--- src/sv/jfhs_pkg.sv ---
// ----------------------------------------------------------------------------
// jfhs_pkg: shared types and constants of the frame header scanner
// marker codes, outcome codes, field widths and the result record
// ----------------------------------------------------------------------------
package jfhs_pkg;

  localparam int unsigned LEN_W  = 22;   // image length and byte position
  localparam int unsigned DIM_W  = 16;   // frame width and height
  localparam int unsigned SAMP_W = 4;    // sampling factors
  localparam int unsigned CODE_W = 3;    // outcome code

  localparam logic [LEN_W-1:0] POS_MAX = '1;  // position counter saturates here

  // marker bytes
  localparam logic [7:0] MRK_FILL = 8'hFF;
  localparam logic [7:0] MRK_SOI  = 8'hD8;
  localparam logic [7:0] MRK_EOI  = 8'hD9;
  localparam logic [7:0] MRK_SOS  = 8'hDA;
  localparam logic [7:0] MRK_TEM  = 8'h01;
  localparam logic [7:0] MRK_RST0 = 8'hD0;
  localparam logic [7:0] MRK_RST7 = 8'hD7;
  localparam logic [7:0] MRK_SOF0 = 8'hC0;
  localparam logic [7:0] MRK_SOF2 = 8'hC2;
  localparam logic [7:0] MRK_SOF6 = 8'hC6;
  localparam logic [7:0] MRK_SOFA = 8'hCA;
  localparam logic [7:0] MRK_SOFE = 8'hCE;
  localparam logic [7:0] MRK_DHT  = 8'hC4;
  localparam logic [7:0] MRK_JPG  = 8'hC8;
  localparam logic [7:0] MRK_DAC  = 8'hCC;
  localparam logic [7:0] NIB_MASK = 8'h0F;

  // outcome codes
  localparam logic [CODE_W-1:0] OUT_OK        = 3'd0;
  localparam logic [CODE_W-1:0] OUT_NO_SOI    = 3'd1;
  localparam logic [CODE_W-1:0] OUT_NO_FRAME  = 3'd2;
  localparam logic [CODE_W-1:0] OUT_BAD_COMP  = 3'd3;
  localparam logic [CODE_W-1:0] OUT_ZERO_SIZE = 3'd4;

  localparam int unsigned TDATA_OUT_W = 48;

  typedef struct packed {
    logic              frame_found;
    logic [CODE_W-1:0] outcome;
    logic [DIM_W-1:0]  frame_width;
    logic [DIM_W-1:0]  frame_height;
    logic              progressive;
    logic [SAMP_W-1:0] max_h_sampling;
    logic [SAMP_W-1:0] max_v_sampling;
  } result_t;

endpackage

--- src/sv/jpeg_frame_header_scanner.sv ---
// ----------------------------------------------------------------------------
// jpeg_frame_header_scanner: finds the frame header of a JPEG byte stream
// checks the start mark, walks the segments and reports the frame geometry
// ----------------------------------------------------------------------------
// usage
//   cfg_wr_en/cfg_wr_data load the file length in bytes while the block is
//   idle; values above MAX_IMAGE_BYTES are clamped to it for bound checks
//   in_* carries one file byte per beat in in_tdata; in_tuser marks the byte
//   at position zero and restarts the parse (the length register is kept)
//   out_* carries at most one result per file, on the byte where the outcome
//   is settled (at the latest the final byte); later bytes are swallowed
//   until the next beat with in_tuser set
// timing
//   one byte per cycle, sustained; every byte is a single compare and counter
//   update in the parser, so in_tready only drops while a result sits in the
//   output register and out_tready is low
//   a result shows on out_tvalid in the cycle after the deciding input beat
// reset
//   rst_n clears the parse state, the length register and the output
//   register; a byte taken without in_tuser after reset counts as position zero
// ----------------------------------------------------------------------------
module jpeg_frame_header_scanner #(
  parameter int unsigned MAX_IMAGE_BYTES = 2097152
) (
  input  logic                            clk,
  input  logic                            rst_n,
  // configuration
  input  logic                            cfg_wr_en,
  input  logic [jfhs_pkg::LEN_W-1:0]      cfg_wr_data,   // image_length
  // byte stream in
  input  logic                            in_tvalid,
  output logic                            in_tready,
  input  logic [7:0]                      in_tdata,      // [7:0] data_byte
  input  logic                            in_tuser,      // first_byte
  // result out
  output logic                            out_tvalid,
  input  logic                            out_tready,
  // [0] frame_found, [3:1] outcome, [19:4] frame_width, [35:20] frame_height,
  // [36] progressive, [40:37] max_h_sampling, [44:41] max_v_sampling,
  // [47:45] zero
  output logic [jfhs_pkg::TDATA_OUT_W-1:0] out_tdata
);
  import jfhs_pkg::*;

  logic [LEN_W-1:0]       image_length_r;
  logic [LEN_W-1:0]       len_lim;
  logic                   in_beat;
  logic                   res_valid;
  result_t                res;
  logic                   out_valid_r;
  logic [TDATA_OUT_W-1:0] out_data_r;

  // length register; the user writes it only between files, the block does not enforce it
  always_ff @(posedge clk) begin
    if (!rst_n) begin
      image_length_r <= '0;
    end else if (cfg_wr_en) begin
      image_length_r <= cfg_wr_data;
    end
  end

  // clamp to the largest supported file
  assign len_lim = (32'(image_length_r) > 32'(MAX_IMAGE_BYTES)) ?
                   LEN_W'(MAX_IMAGE_BYTES) : image_length_r;

  // the output register frees its slot in the same cycle it is drained
  assign in_tready = !out_valid_r || out_tready;
  assign in_beat   = in_tvalid && in_tready;

  jfhs_parser u_parser (
    .clk        (clk),
    .rst_n      (rst_n),
    .step_en    (in_beat),
    .data_byte  (in_tdata),
    .first_byte (in_tuser),
    .len        (len_lim),
    .res_valid  (res_valid),
    .res        (res)
  );

  // result register: loads on a deciding byte, clears when taken
  always_ff @(posedge clk) begin
    if (!rst_n) begin
      out_valid_r <= 1'b0;
    end else if (res_valid) begin
      out_valid_r <= 1'b1;
    end else if (out_tready) begin
      out_valid_r <= 1'b0;
    end
  end

  always_ff @(posedge clk) begin
    if (res_valid) begin
      out_data_r <= {3'b000, res.max_v_sampling, res.max_h_sampling, res.progressive,
                     res.frame_height, res.frame_width, res.outcome, res.frame_found};
    end
  end

  assign out_tvalid = out_valid_r;
  assign out_tdata  = out_data_r;

endmodule

--- src/sv/jfhs_parser.sv ---
// ----------------------------------------------------------------------------
// jfhs_parser: byte-wide marker parser
// holds the parse state and advances it by one byte per accepted beat
// ----------------------------------------------------------------------------
module jfhs_parser (
  input  logic                          clk,
  input  logic                          rst_n,
  input  logic                          step_en,
  input  logic [7:0]                    data_byte,
  input  logic                          first_byte,
  input  logic [jfhs_pkg::LEN_W-1:0]    len,
  output logic                          res_valid,
  output jfhs_pkg::result_t             res
);
  import jfhs_pkg::*;

  typedef enum logic [3:0] {
    PH_SOI0, PH_SOI1, PH_SEEK, PH_FILL, PH_LENHI,
    PH_LENLO, PH_SKIP, PH_FRAME, PH_DONE
  } phase_t;

  phase_t             phase_r, phase_c, phase_nxt;
  logic [LEN_W-1:0]   pos_r, pos_c, pos_nxt;
  logic [15:0]        seg_len_r, seg_len_c, seg_len_nxt;
  logic [15:0]        seg_off_r, seg_off_c, seg_off_nxt;
  logic [7:0]         marker_r, marker_c, marker_nxt;
  logic [DIM_W-1:0]   height_r, height_c, height_nxt;
  logic [DIM_W-1:0]   width_r, width_c, width_nxt;
  logic [1:0]         comp_tot_r, comp_tot_c, comp_tot_nxt;
  logic [1:0]         comp_idx_r, comp_idx_c, comp_idx_nxt;
  logic [SAMP_W-1:0]  hmax_r, hmax_c, hmax_nxt;
  logic [SAMP_W-1:0]  vmax_r, vmax_c, vmax_nxt;
  logic               prog_r, prog_c, prog_nxt;

  logic               emit;
  logic [CODE_W-1:0]  code;
  logic [LEN_W:0]     p_x, len_x;
  logic               len_short, p_ge, p1_ge, p2_ge, top_end, seg_over;
  logic [15:0]        sl;
  logic [15:0]        comp_need;
  logic               is_sof, is_prog, is_alone;

  // first byte of a file restarts the parse before the byte is used
  always_comb begin
    if (first_byte) begin
      phase_c = PH_SOI0;   pos_c = '0;      seg_len_c = '0; seg_off_c = '0;
      marker_c = '0;       height_c = '0;   width_c = '0;
      comp_tot_c = '0;     comp_idx_c = '0;
      hmax_c = SAMP_W'(1); vmax_c = SAMP_W'(1); prog_c = 1'b0;
    end else begin
      phase_c = phase_r;   pos_c = pos_r;   seg_len_c = seg_len_r; seg_off_c = seg_off_r;
      marker_c = marker_r; height_c = height_r; width_c = width_r;
      comp_tot_c = comp_tot_r; comp_idx_c = comp_idx_r;
      hmax_c = hmax_r;     vmax_c = vmax_r; prog_c = prog_r;
    end
  end

  // bound compares, one bit wider than the position
  assign p_x       = {1'b0, pos_c};
  assign len_x     = {1'b0, len};
  assign len_short = (len < LEN_W'(4));
  assign p_ge      = (p_x >= len_x);
  assign p1_ge     = ((p_x + (LEN_W+1)'(1)) >= len_x);
  assign p2_ge     = ((p_x + (LEN_W+1)'(2)) >= len_x);
  assign top_end   = ((p_x + (LEN_W+1)'(4)) >= len_x);
  assign sl        = {seg_len_c[15:8], data_byte};
  assign seg_over  = ((p_x - (LEN_W+1)'(1) + (LEN_W+1)'(sl)) > len_x);
  assign comp_need = 16'(8) + 16'({data_byte[1:0], 1'b0}) + 16'(data_byte[1:0]);

  assign is_sof   = (marker_c[7:4] == MRK_SOF0[7:4]) && (marker_c != MRK_DHT)
                    && (marker_c != MRK_JPG) && (marker_c != MRK_DAC);
  assign is_prog  = (marker_c == MRK_SOF2) || (marker_c == MRK_SOF6)
                    || (marker_c == MRK_SOFA) || (marker_c == MRK_SOFE);
  assign is_alone = (data_byte == MRK_TEM)
                    || ((data_byte >= MRK_RST0) && (data_byte <= MRK_RST7));

  always_comb begin
    phase_nxt = phase_c;   pos_nxt = pos_c;   seg_len_nxt = seg_len_c;
    seg_off_nxt = seg_off_c; marker_nxt = marker_c;
    height_nxt = height_c; width_nxt = width_c;
    comp_tot_nxt = comp_tot_c; comp_idx_nxt = comp_idx_c;
    hmax_nxt = hmax_c;     vmax_nxt = vmax_c; prog_nxt = prog_c;
    emit = 1'b0;
    code = OUT_OK;

    if (phase_c != PH_DONE) begin
      if (pos_c != POS_MAX) begin
        pos_nxt = pos_c + LEN_W'(1);
      end
      if (phase_c == PH_SOI0) begin
        if (len_short || data_byte != MRK_FILL) begin
          emit = 1'b1; code = OUT_NO_SOI;
        end else begin
          phase_nxt = PH_SOI1;
        end
      end else if (phase_c == PH_SOI1) begin
        if (len_short || p_ge || data_byte != MRK_SOI) begin
          emit = 1'b1; code = OUT_NO_SOI;
        end else if (top_end) begin
          emit = 1'b1; code = OUT_NO_FRAME;
        end else begin
          phase_nxt = PH_SEEK;
        end
      end else if (p_ge) begin
        emit = 1'b1; code = OUT_NO_FRAME;
      end else begin
        case (phase_c)
          PH_SEEK, PH_FILL: begin
            if (data_byte == MRK_FILL) begin
              phase_nxt = PH_FILL;
              if (p1_ge) begin
                emit = 1'b1; code = OUT_NO_FRAME;
              end
            end else if (phase_c == PH_FILL) begin
              if (data_byte == MRK_EOI || data_byte == MRK_SOS) begin
                emit = 1'b1; code = OUT_NO_FRAME;
              end else if (is_alone) begin
                if (top_end) begin
                  emit = 1'b1; code = OUT_NO_FRAME;
                end else begin
                  phase_nxt = PH_SEEK;
                end
              end else if (p2_ge) begin
                emit = 1'b1; code = OUT_NO_FRAME;
              end else begin
                marker_nxt = data_byte;
                phase_nxt  = PH_LENHI;
              end
            end else if (p1_ge) begin
              emit = 1'b1; code = OUT_NO_FRAME;
            end
          end
          PH_LENHI: begin
            seg_len_nxt = {data_byte, 8'h00};
            phase_nxt   = PH_LENLO;
          end
          PH_LENLO: begin
            seg_len_nxt = sl;
            if (sl < 16'd2 || seg_over) begin
              emit = 1'b1; code = OUT_NO_FRAME;
            end else if (is_sof && sl >= 16'd8) begin
              prog_nxt    = is_prog;
              seg_off_nxt = 16'd2;
              phase_nxt   = PH_FRAME;
            end else if (sl == 16'd2) begin
              if (top_end) begin
                emit = 1'b1; code = OUT_NO_FRAME;
              end else begin
                phase_nxt = PH_SEEK;
              end
            end else begin
              seg_off_nxt = 16'd2;
              phase_nxt   = PH_SKIP;
            end
          end
          PH_SKIP: begin
            if ((17'(seg_off_c) + 17'd1) >= 17'(seg_len_c)) begin
              if (top_end) begin
                emit = 1'b1; code = OUT_NO_FRAME;
              end else begin
                phase_nxt = PH_SEEK;
              end
            end else begin
              seg_off_nxt = seg_off_c + 16'd1;
            end
          end
          PH_FRAME: begin
            seg_off_nxt = seg_off_c + 16'd1;
            case (seg_off_c)
              16'd3: height_nxt = {data_byte, 8'h00};
              16'd4: height_nxt = height_c | DIM_W'(data_byte);
              16'd5: width_nxt  = {data_byte, 8'h00};
              16'd6: width_nxt  = width_c | DIM_W'(data_byte);
              16'd7: begin
                if (data_byte == 8'd0 || data_byte > 8'd3 || seg_len_c < comp_need) begin
                  emit = 1'b1; code = OUT_BAD_COMP;
                end else begin
                  comp_tot_nxt = data_byte[1:0];
                  comp_idx_nxt = 2'd0;
                end
              end
              // sampling byte of each component; at most three components,
              // so the offset never passes fifteen inside the header
              16'd9, 16'd12, 16'd15: begin
                if (data_byte[7:4] > hmax_c) begin
                  hmax_nxt = data_byte[7:4];
                end
                if ((data_byte & NIB_MASK) > 8'(vmax_c)) begin
                  vmax_nxt = data_byte[3:0];
                end
                if ((3'(comp_idx_c) + 3'd1) >= 3'(comp_tot_c)) begin
                  emit = 1'b1;
                  code = (width_c != '0 && height_c != '0) ? OUT_OK : OUT_ZERO_SIZE;
                end else begin
                  comp_idx_nxt = comp_idx_c + 2'd1;
                end
              end
              default: ;
            endcase
          end
          default: phase_nxt = PH_DONE;
        endcase
      end
      if (emit) begin
        phase_nxt = PH_DONE;
      end
    end
  end

  always_ff @(posedge clk) begin
    if (!rst_n) begin
      phase_r <= PH_SOI0;   pos_r <= '0;     seg_len_r <= '0; seg_off_r <= '0;
      marker_r <= '0;       height_r <= '0;  width_r <= '0;
      comp_tot_r <= '0;     comp_idx_r <= '0;
      hmax_r <= SAMP_W'(1); vmax_r <= SAMP_W'(1); prog_r <= 1'b0;
    end else if (step_en) begin
      phase_r <= phase_nxt;   pos_r <= pos_nxt;   seg_len_r <= seg_len_nxt;
      seg_off_r <= seg_off_nxt; marker_r <= marker_nxt;
      height_r <= height_nxt; width_r <= width_nxt;
      comp_tot_r <= comp_tot_nxt; comp_idx_r <= comp_idx_nxt;
      hmax_r <= hmax_nxt;     vmax_r <= vmax_nxt; prog_r <= prog_nxt;
    end
  end

  assign res_valid          = step_en & emit;
  assign res.frame_found    = (code == OUT_OK);
  assign res.outcome        = code;
  assign res.frame_width    = width_nxt;
  assign res.frame_height   = height_nxt;
  assign res.progressive    = prog_nxt;
  assign res.max_h_sampling = hmax_nxt;
  assign res.max_v_sampling = vmax_nxt;

endmodule

--- config.mk ---
export PLATFORM = sky130hd
export DESIGN_NAME = jpeg_frame_header_scanner
export DESIGN_NICKNAME = d
export VERILOG_FILES = /design/src/sv/jfhs_pkg.sv /design/src/sv/jpeg_frame_header_scanner.sv /design/src/sv/jfhs_parser.sv
export SDC_FILE = /design/constraint.sdc
export NUM_CORES = 1
export LEC_CHECK = 0
export ABC_AREA = 1
export CAP_MARGIN = 20
export CORE_MARGIN = 5
export CORE_UTILIZATION = 40
export CTS_BUF_LIST = sky130_fd_sc_hd__clkbuf_16
export DETAILED_ROUTE_END_ITERATION = 8
export DONT_BUFFER_PORTS = 1
export PLACE_DENSITY = 0.56
export SLEW_MARGIN = 20
export SYNTH_ARGS = -nofsm -noshare
export SYNTH_HDL_FRONTEND = slang
export SYNTH_SLANG_ARGS = --single-unit
export TNS_END_PERCENT = 1
--- constraint.sdc ---
create_clock -name clk -period 15.87 [get_ports clk]
set_clock_uncertainty 0.2 [all_clocks]
set_input_delay 3.174 -clock clk [delete_from_list [all_inputs] [get_ports clk]]
set_output_delay 3.174 -clock clk [all_outputs]
set_load 0.005 [all_outputs]
# After elaboration in Yosys (flattened, before gate mapping)
# Cells that the tools add are included.
# word_totals
regBits	179
input_bits	36
out_inout_bits	50
word_cells	258
# op_classes
add_sub_neg	12
order_cmp	17
eq_ne	32
n_mux	151
n_bitwise	3
reduce_logical	28
# op_table
op	count
$mux W16	26
$mux W4	34
$pmux W16 S2	3
$mux W22	4
$mux W8	11
$ge A23 B22 Y1	3
$eq A16 B3 Y1 const B	4
$eq A8 B8 Y1 const B	7
$eq A16 B4 Y1 const B	3
$pmux W16 S3	1
$mux W2	22
$ne A8 B8 Y1 const B	5
$mux W3	13
$eq A16 B2 Y1 const B	2
$or A16 B8 Y16	2
$reduce_bool A16 Y1	2
$mux W1	31
$add A22 B1 Y23 const B	1
$add A22 B2 Y23 const B	1
$add A22 B3 Y23 const B	1
$add A23 B16 Y23	1
$gt A23 B22 Y1	1
$sub A22 B1 Y23 const B	1
$add A22 B1 Y22 const B	1
41 further kinds	63

# Logic depth before layout (Yosys ltp)
# depth
ltp_word	16
ltp_mapped	40
ltp_nobuf	37

# Modules after synthesis
# A second synthesis with hierarchy kept.
# hier_totals
cells_unflattened	2337
area_unflattened_um2	15872.7
# modules_own_cells
module	instances	cells_each	area_each_um2	seq_area_each_um2
jfhs_parser	1	2142	13380.3	2222.1
jpeg_frame_header_scanner	1	195	2492.4	1811.7

# Worst setup path after synthesis
# Ideal clock, no wire load.
# synth_path
path_kind	input port to flip-flop
start	in in_tuser
end	reg out_data_r[0], in the netlist out_tdata[0], enable pin
setup_ps	399
arrival_time_ps	8391
t_required_ps	15271
path_slack_ps	6880
cell_stages	34
n_path_buf	6
cell_sequence	buf_6 -> inv_8 -> buf_6 -> buf_6 -> buf_2 -> buf_2 -> buf_1 -> nand2_1 -> ha_1 -> inv_1 -> ha_1 -> nand2_1 -> nor2_1 -> nand2_1 -> nand3_1 -> a31oi_1 -> o21bai_1 -> a31oi_1 -> o21ai_0 -> a31oi_1 -> xnor2_1 -> ha_1 -> a21oi_1 -> o21bai_1 -> nor2_1 -> nand2_1 -> nand2_1 -> nand3_1 -> nand2_1 -> nand4_2 -> nand2_2 -> inv_2 -> nand2_2 -> inv_1
# synth_via
elab_chain_cells	15
word_cells_on_any_way	73
cone_classes	7 x add/sub; 10 x order compare; 16 x eq/ne; 28 x mux; 1 x bitwise; 11 x reduce/logical
# synth_rtl
element	line_no	source
start, declared	jpeg_frame_header_scanner.sv:34	input logic in_tuser,
branches (longest 13 deep; another with $sub A22 B1 Y23)	--	
$mux W1 *	jfhs_parser.sv:86	if (phase_c != PH_DONE) begin
$and A1 B1 Y1 *	jfhs_parser.sv:225	assign res_valid = step_en & emit;
net res_valid	jpeg_frame_header_scanner.sv:48	logic res_valid;
end signal, assigned	jpeg_frame_header_scanner.sv:94	out_data_r <= {3'b000, res.max_v_sampling, res.max_h_sampling, res.progressive,
end, declared	jpeg_frame_header_scanner.sv:51	logic [TDATA_OUT_W-1:0] out_data_r;
# Mark *: on every way through the listed nets, which the timed path passes. The select of a mux whose other input is x is not followed.
# A chain may end at the register's enable or synchronous reset.

# Worst setup path after layout
# Ends and elaborated chain as after synthesis.

==> parameters.txt <==
Parameter                              Value

Synthesis
  Total standard cell area after synthesis    ~16,000 sq um
  Synth warn    0
  Async set-or-reset flop fraction in the synthesized netlist    0%
  Synth Register Bits    179
  Number of library cell types mapped by synthesis    77
  Most used DFF post-synth    sky130_fd_sc_hd__dfxtp_1
  Number of instances in the synthesized netlist    2,326
  Number of enable flip-flop cells after synthesis    45
  Register area share after synthesis    about a quarter
  Mapped Avg Cell Area    about 7 sq um

CTS
  Clock sink total    about 180
  Maximum root-to-sink buffer count    2
  Worst-Skew Late Latency    ~0.48 ns
  Clock root cell    sky130_fd_sc_hd__clkbuf_16
  Clock-pin slew of the registers on the worst-case setup and hold paths    0.07 ns
  CTS hold repair buffers    0
  CTS tree    yes
  H-tree levels    4
  Number of buffers inserted during clock tree synthesis    17
  Number of cells upsized or downsized after cts    0
  Post-CTS setup buffer count    0

Timing
  Normalized max-slew margin    between 20% and 30%
  Final hold vios    0
  Highest clock rate    approximately 120 MHz
  Setup Total Neg Slack    0 ns
  RSZ-0062 raised after global routing    false
  Post-route clock period utilization    between 50% and 60%
  Final Slew Violations    0
  Final period demand of the worst path    approximately 8.4 ns
  Transition time at the pin with the least slew margin    ~1.1 ns
  Finish-stage setup viols    0

Finish
  Layout cells sized above 1    7.58%
  N_diodes    0
  Cell Count, Final, Fillers Out    between 2,000 and 3,000
  Post-Route Utilization    42.8%
  Final instance area    17,000 sq um
  Synthesis-to-layout area growth    6.23%
  Number of nets in the finished design    around 2,500
  Top library cells by usage in the layout, fill and taps aside    488 x sky130_fd_sc_hd__nand2_1, 322 x sky130_fd_sc_hd__inv_1, 242 x sky130_fd_sc_hd__nor2_1
  Layout filler cell count    roughly 4,200
  Most frequent standard cell in the layout excluding fill and tap cells    sky130_fd_sc_hd__nand2_1

Placed design
  Final GP Congestion    1.07
  Post-detail-place hpwl    roughly 42,000 um
  Placed cell count    about 2,800
  Count of input and output buffers    0
  Placed standard-cell area    approximately 16,000 sq um

Pwr
  Worst IR drop on VDD    roughly 0.000090 V
  Clock power frac    roughly a third
  Power share of the sequential group    a little under two fifths
  Switching fraction of total power    36.7%
  Static leakage power    ~8 nW
  Switching power of the nets    just over 0.5 mW
  Power per standard cell area    81.8 nW/um^2
  Overall power    about 1.4 mW
  Fraction of power consumed by combinational cells    about 29%
  Internal power    between 0.8 and 0.9 mW

Drt
  Final WL    about 55,000 um
  Wire length per cell    19.5 um
  Vias per inst    approximately 5.5
  DR iter-0 viols    ~1,500
  DRC violations left    0
  Antenna Nets Post-Route    0
  1st-pass router iterations    5
  Total number of vias    15,600

Run
  Count of maximum capacitance violations    0

Critical path
  Arrival time of the worst setup path    8.28 ns
  Library cell appearing most often on the critical path    sky130_fd_sc_hd__nand2_1
  Crit path largest cell delay    approximately 0.47 ns
  Nature of the critical path endpoint    flop
  Cell at the slowest stage of the critical path    sky130_fd_sc_hd__buf_4
  Required @ worst endpoint    15.77 ns
  Launch point of the worst path    in_tuser
  Critical path startpoint category    input port
  Worst Path Max Fanout    between 70 and 80
  Worst reg2reg startpoint    u_parser.pos_r[2]
  Worst setup path category    in -> reg

GRT
  Largest net degree at the start of global routing    80
  Via count of the first global-routing pass    roughly 15,000
  Wire length of the first global-routing pass    approximately 84,000 um
  Grt total ovfl    0
  Global Route Usage Sum    24.4%
  Antenna violations before repair    0

Floorplan
  Height of the die    approximately 210 um
  Std-Cell Core Area    around 40,000 sq um
  I/O pin cnt    86
  Core Rows    73
  Effective utilization at floorplan    40.3%
  Die outline width    210 um
  Total die area    between 40,000 and 50,000 sq um

Status
  Status    complete, no violations

Min path
  Hold Startpoint    u_parser.marker_r[1]
  Type of the worst min-delay path    reg -> reg
## critical path: cells and delay by family
| kind | cells | cell delay (ns) |
|---|---|---|
| xor gates and xnor gates | 1 | 0.15 |
| and+or+nand+nor | 14 | 1.51 |
| adders and majority gates | 3 | 0.99 |
| AOI/OAI and AO/OA | 7 | 1.27 |
| buffers and inverters | 6 | 1.06 |
## flip-flops by register name, summed over array words and instances, names as in the netlist
name,cells
u_parser.prog_r,1
u_parser.seg_off_r,16
u_parser.pos_r,22
u_parser.phase_r,4
u_parser.width_r,16
u_parser.comp_tot_r,2
out_tvalid,1
u_parser.seg_len_r,16
u_parser.comp_idx_r,2
u_parser.vmax_r,4
u_parser.marker_r,8
out_tdata,45
u_parser.hmax_r,4
u_parser.height_r,16
image_length_r,22
## cells in the mapped netlist (4+ instances only)
cell type / instances / area [sq um]
sky130_fd_sc_hd__nand2_1: 489 / 1840
sky130_fd_sc_hd__inv_1: 324 / 1220
sky130_fd_sc_hd__nor2_1: 242 / 908
sky130_fd_sc_hd__ha_1: 185 / 2310
sky130_fd_sc_hd__a21oi_1: 182 / 911
sky130_fd_sc_hd__dfxtp_1: 134 / 2680
sky130_fd_sc_hd__o21ai_0: 124 / 621
sky130_fd_sc_hd__nand3_1: 74 / 370
sky130_fd_sc_hd__xor2_1: 68 / 596
sky130_fd_sc_hd__edfxtp_1: 45 / 1350
sky130_fd_sc_hd__clkbuf_1: 41 / 154
sky130_fd_sc_hd__nand4_1: 41 / 257
sky130_fd_sc_hd__o21ai_1: 36 / 180
sky130_fd_sc_hd__inv_2: 34 / 128
sky130_fd_sc_hd__nor2_2: 23 / 144
sky130_fd_sc_hd__nor3_1: 22 / 110
sky130_fd_sc_hd__o22ai_1: 22 / 138
sky130_fd_sc_hd__nor4_1: 18 / 113
sky130_fd_sc_hd__a31oi_1: 16 / 100
sky130_fd_sc_hd__o211ai_1: 14 / 105
sky130_fd_sc_hd__nor2_4: 13 / 146
sky130_fd_sc_hd__nand2_2: 11 / 68.8
sky130_fd_sc_hd__buf_4: 9 / 67.6
sky130_fd_sc_hd__a221oi_1: 8 / 70.1
sky130_fd_sc_hd__buf_1: 8 / 30.0
sky130_fd_sc_hd__buf_2: 8 / 40.0
sky130_fd_sc_hd__nor3_2: 8 / 80.1
sky130_fd_sc_hd__o221ai_1: 8 / 70.1
sky130_fd_sc_hd__o21bai_1: 7 / 52.6
sky130_fd_sc_hd__xnor2_1: 7 / 61.3
sky130_fd_sc_hd__nand3_2: 6 / 60.1
sky130_fd_sc_hd__o21a_1: 6 / 45.0
sky130_fd_sc_hd__o31ai_1: 6 / 45.0
sky130_fd_sc_hd__buf_6: 5 / 56.3
sky130_fd_sc_hd__a211oi_1: 4 / 30.0
sky130_fd_sc_hd__clkinv_1: 4 / 15.0
sky130_fd_sc_hd__nand2_4: 4 / 45.0
sky130_fd_sc_hd__nor3b_1: 4 / 30.0
sky130_fd_sc_hd__o32ai_1: 4 / 35.0
## final timing paths
path                          endpoint  slack [ns]  cells after the start
setup / recovery          out_tdata[0]        7.49                     31
hold / removal    u_parser.marker_r[1]        0.27                      2
hold reg to reg   u_parser.marker_r[1]        0.27                      2
setup reg to reg          out_tdata[0]        9.93                     32
## power by group through the flow
stage / combinational, mW / clock, mW / sequential, mW
finish: 0.396 / 0.471 / 0.519
global route: 0.444 / 0.498 / 0.523
CTS: 0.391 / 0.478 / 0.520
detailed placement: 0.389 / 0 / 0.530
global placement: 0.384 / 0 / 0.529
floorplan: 0.293 / 0 / 0.524
## cells by family (layout without fill, tap and decap cells)
family	after synthesis	in the layout	share of synthesized area (%)
adder cells (fa/ha/maj)	187	187	14.7
buffers and inverters	438	407	11.1
XOR/XNOR	77	77	4.32
multiplexers	3	3	0.196
flip-flops	179	179	25.3
other	1	3	0.0235
AO/OA/AOI/OAI	459	459	16.3
AND/OR/NAND/NOR	982	982	28.1
## per-stage QoR
| step | hold WS [ns] | setup slack, ns |
|---|---|---|
| after floorplan | 0.241 | 6.88 |
| after global placement | 0.250 | 7.15 |
| after detailed placement | 0.255 | 7.04 |
| after CTS | 0.267 | 7.52 |
| after global routing | 0.286 | 7.04 |
| final | 0.267 | 7.49 |
## final cells by class
class | instances | area [sq um] | share of cell area, %
Tap cell | 525 | 657 | 3.87
Multi-Input combinational cell | 1711 | 10200 | 60.0
Sequential cell | 179 | 4030 | 23.8
Timing Repair Buffer | 10 | 75.1 | 0.443
Clock buffer | 18 | 450 | 2.66
Inverter | 365 | 1380 | 8.15
Clock inverter | 14 | 179 | 1.05
## metal layers
layer | global-route usage (%) | routed length, um
met2 | 37.4 | 23700
met3 | 6.65 | 4530
met4 | 10.1 | 2120
met1 | 32.5 | 24800
met5 | 0 | 0
Note: power is estimated with default switching activity, not from simulation.
